## src/hdl/assert_macros.svh

```systemverilog
// Assertion helpers shared by the RTL.
// Define SYNTH to drop every check from the build.
`ifndef ASSERT_MACROS_SVH
`define ASSERT_MACROS_SVH

`ifndef SYNTH

// Check a property on each rising edge, masked while reset is active.
`define PTW_ASSERT(lbl, clk, rstn, prop, msg) \
	lbl: assert property (@(posedge clk) disable iff (!rstn) (prop)) else $error(msg);

// Check a property on each rising edge, including during reset.
`define PTW_ASSERT_ALWAYS(lbl, clk, prop, msg) \
	lbl: assert property (@(posedge clk) (prop)) else $error(msg);

`else

`define PTW_ASSERT(lbl, clk, rstn, prop, msg)
`define PTW_ASSERT_ALWAYS(lbl, clk, prop, msg)

`endif

`endif

```

## src/hdl/sv39ptw_pkg.sv

```systemverilog
package sv39ptw_pkg;

	// Field widths
	localparam int VA_W     = 39;
	localparam int PA_W     = 56;
	localparam int PERM_W   = 8;
	localparam int PTE_W    = 54;
	localparam int PPN_W    = 44;
	localparam int FLAG_W   = 10;
	localparam int STATUS_W = 3;
	localparam int VPN_W    = 9;
	localparam int OFF_W    = 12;

	// Table geometry
	localparam int ENTRIES_PER_PAGE = 512;

	// PTE flag positions
	localparam int PTE_V     = 0;
	localparam int PTE_R     = 1;
	localparam int PTE_X     = 3;

	// Commands
	localparam logic CMD_MAP    = 1'b0;
	localparam logic CMD_LOOKUP = 1'b1;

	typedef enum logic [STATUS_W-1:0] {
		STAT_OK        = 3'd0,
		STAT_UNALIGNED = 3'd1,
		STAT_NO_PAGES  = 3'd2,
		STAT_MAPPED    = 3'd3,
		STAT_MISSING   = 3'd4
	} status_t;

	typedef enum logic [2:0] {
		S_CLEAR,
		S_IDLE,
		S_READ,
		S_EVAL,
		S_DONE
	} state_t;

	typedef enum logic [1:0] {
		LVL_LEAF = 2'd0,
		LVL_MID  = 2'd1,
		LVL_ROOT = 2'd2
	} level_t;

	// Pick the VPN slice that indexes the table at one level
	function automatic logic [VPN_W-1:0] vpn_slice(logic [VA_W-1:0] va, level_t lvl);
		logic [VPN_W-1:0] s;
		unique case (lvl)
			LVL_ROOT: s = va[OFF_W+2*VPN_W +: VPN_W];
			LVL_MID:  s = va[OFF_W+VPN_W +: VPN_W];
			default:  s = va[OFF_W +: VPN_W];
		endcase
		return s;
	endfunction

endpackage

```

## src/hdl/sv39ptw_alu.sv

```systemverilog
module sv39ptw_alu #(
	parameter int POOL_PAGES = 16
) (
	input  logic                         sub,
	input  logic [sv39ptw_pkg::PPN_W-1:0] a,
	input  logic [sv39ptw_pkg::PPN_W-1:0] b,
	output logic [sv39ptw_pkg::PPN_W-1:0] sum,
	output logic                         in_pool
);
	import sv39ptw_pkg::*;

	logic [PPN_W-1:0] b_op;

	// Add or subtract modulo 2^44, then range-check against the pool
	always_comb begin
		b_op    = sub ? ~b : b;
		sum     = a + b_op + PPN_W'(sub);
		in_pool = (sum < PPN_W'(POOL_PAGES));
	end

endmodule

```

## config.mk

```make
export PLATFORM = sky130hd
export DESIGN_NAME = sv39ptw_alu
export DESIGN_NICKNAME = d
export VERILOG_FILES = /design/src/hdl/assert_macros.svh /design/src/hdl/sv39ptw_pkg.sv /design/src/hdl/sv39ptw_alu.sv
export SDC_FILE = /design/constraint.sdc
export NUM_CORES = 1
export LEC_CHECK = 0
export BUFFER_PORTS_ARGS = -buffer_cell sky130_fd_sc_hd__buf_2
export CAP_MARGIN = 20
export CORE_UTILIZATION = 52
export DETAILED_ROUTE_END_ITERATION = 10
export GPL_TIMING_DRIVEN = 0
export PLACE_DENSITY = 0.95
export SLEW_MARGIN = 20
export SYNTH_ARGS = -nofsm -noshare
export SYNTH_HDL_FRONTEND = slang
export SYNTH_SLANG_ARGS = --single-unit
export TNS_END_PERCENT = 20
```

## constraint.sdc

```tcl
create_clock -name vclk -period 6.8
set_clock_uncertainty 0.1 [all_clocks]
set_input_delay 1.02 -clock vclk [all_inputs]
set_output_delay 1.02 -clock vclk [all_outputs]
set_load 0.005 [all_outputs]
```

==> run summary <==
HPWL Detailed = 8850 um
Multi-input logic area = 3200 sq um
Final setup vio count = 0
Part of the cycle the worst path needs = 90.2%
CP max FO = 10
FF/Latch Area = 0 sq um
Post-CTS Setup Bufs = 0
Core Rows = 28
Pin count of the biggest net entering global routing = 11
Die area = 6820 sq um
Setup TNS Final = 0 ns
Cell Pwr Density = 151 nW/um^2
Final Max Slew Viols = 0
Ys Warns = 0
Hold-fix buffers at CTS = 0
Drt wl/cell = 15.2 um
Commonest non-fill, non-tap cell in the layout = buf_2
Critical path required time = 5.68 ns
Sequential fraction of the synthesis area = 0%
Placed insts = 688
Post-Synthesis Cells = 480
Worst hold start = a[0]
Leakage power = 1.98 nW
Headroom to the max-slew limit = 39.8%
Global-route wire length before repair = 16,100 um
Drt via density = 6.07
Total number of vias = 4,173
DRT iter0 DRCs = 145
Total GRT Usage = 29.4%
CP endpoint kind = output pin
CP Launch Type = input pin
Antenna Nets Post-Route = 0
RSZ-0062 raised after global routing = false
Crit path launch = sub
Post-placement cell area = 4130 sq um
Worst-Margin Slew = 0.903 ns
Final nets = 747
Pre-antenna DRT Iters = 4
Max Freq = 163 MHz
Final Non-Filler Cells = 688
Fin crit period = 6.13 ns
Synth cell types = 73
Fraction of layout cells with a size suffix above 1 = 27.1%
Vias in the first global route = 3,783
I/O Pins = 134
FF+latch count = 0
Initial antenna violation count = 0
Number of clock buffers in the layout = 0
Final Hold Vio Count = 0
Final WL = 10,400 um
Antenna diodes = 0
Area growth syn-to-layout = 22.5%
Syn Nets = 612
VDD IR-drop max = 0.0000837 V
Arrival time of the worst setup path = 5.01 ns
Mapped cell area = 3370 sq um
Total congestion overflow = 0
Initial Utilization = 55.4%
Run status = finished clean
Commonest cells after routing, fill and taps aside = buf_2 (136), xor2_1 (60), nand2_1 (48)
Max Cap Viol = 0
Die X = 82.6 um
Critical setup path kind = in -> out
GP Congestion = 0.927
DRC = 0
Fillcell total = 556
Core box area = 6100 sq um
Mean Syn Cell Area = 7.03 sq um
Post_cts resized = 0
Worst Hold Slack = 2.22 ns
Die span in y = 82.6 um
# port buffers = 133
Final Cell Area = 4130 sq um
Worst Hold Class = in -> out
==> per-stage QoR <==
step	util, %	worst slack (ns)	total power [mW]
2_1_floorplan	-	1.32	0.415
4_1_cts	67.8	0.674	0.616
6_report	67.8	0.667	0.626
3_5_place_dp	67.8	0.696	0.613
5_1_grt	67.8	0.374	0.690
3_3_place_gp	67.8	0.776	0.598
==> critical path, stage by stage <==
cell	delay [ns]
buf_6	0.12
clkbuf_1	0.56
xor2_1	0.16
ha_1	0.32
buf_4	0.16
nand3_2	0.12
or2_1	0.27
a211o_1	0.34
a2111oi_4	0.50
o21ai_1	0.18
xnor2_1	0.20
or4_4	0.43
nor4_2	0.16
and4_1	0.22
and3_1	0.14
buf_2	0.10
==> routing by layer <==
metal / up-vias / part of all wire [%] / global-route usage, %
met2: 203 / 48 / 55.6
met4: 0 / 4.2 / 12.8
met1: 1896 / 41 / 33.1
li1: 2034 / - / -
met3: 40 / 6.9 / 2.75
met5: - / 0 / 0
==> logic make-up after synthesis <==
logic type / count (synthesis) / synth area share (%)
buffers and inverters: 35 / 5.12
adder cells (fa/ha/maj): 43 / 16.2
AO/OA/AOI/OAI: 150 / 31.2
multiplexers: 2 / 0.704
AND/OR/NAND/NOR: 174 / 27.1
XOR/XNOR: 76 / 19.7
==> final timing paths <==
path,to,depth (start not counted)
hold / removal,sum[0],3
setup / recovery,in_pool,16
==> cells in the mapped netlist (7+ instances only) <==
cell,n,area share (%)
a21o_1,11,2.4
a21oi_1,43,6.4
and2_1,10,1.9
clkbuf_1,10,1.1
ha_1,42,16
inv_1,16,1.8
nand2_1,48,5.3
nand3_1,19,2.8
nand4_1,9,1.7
nor2_1,32,3.6
nor3_1,13,1.9
o21ai_0,25,3.7
o21ai_1,7,1.0
o21bai_1,7,1.6
or3_1,7,1.3
xnor2_1,16,4.2
xor2_1,60,16
==> area by class of cell <==
cell class | count | area share, %
tap | 75 | 2.27
inverter | 16 | 1.45
multi-input combinational | 445 | 77.5
buffer | 19 | 2.72
timing repair buffer | 133 | 16.1
==> report_power, final <==
part	leakage, nW	internal (mW)	switching, mW
registers	0	0	0
clock network	0	0	0
logic	1.98	0.265	0.361
(Power assumes the default switching activity.)
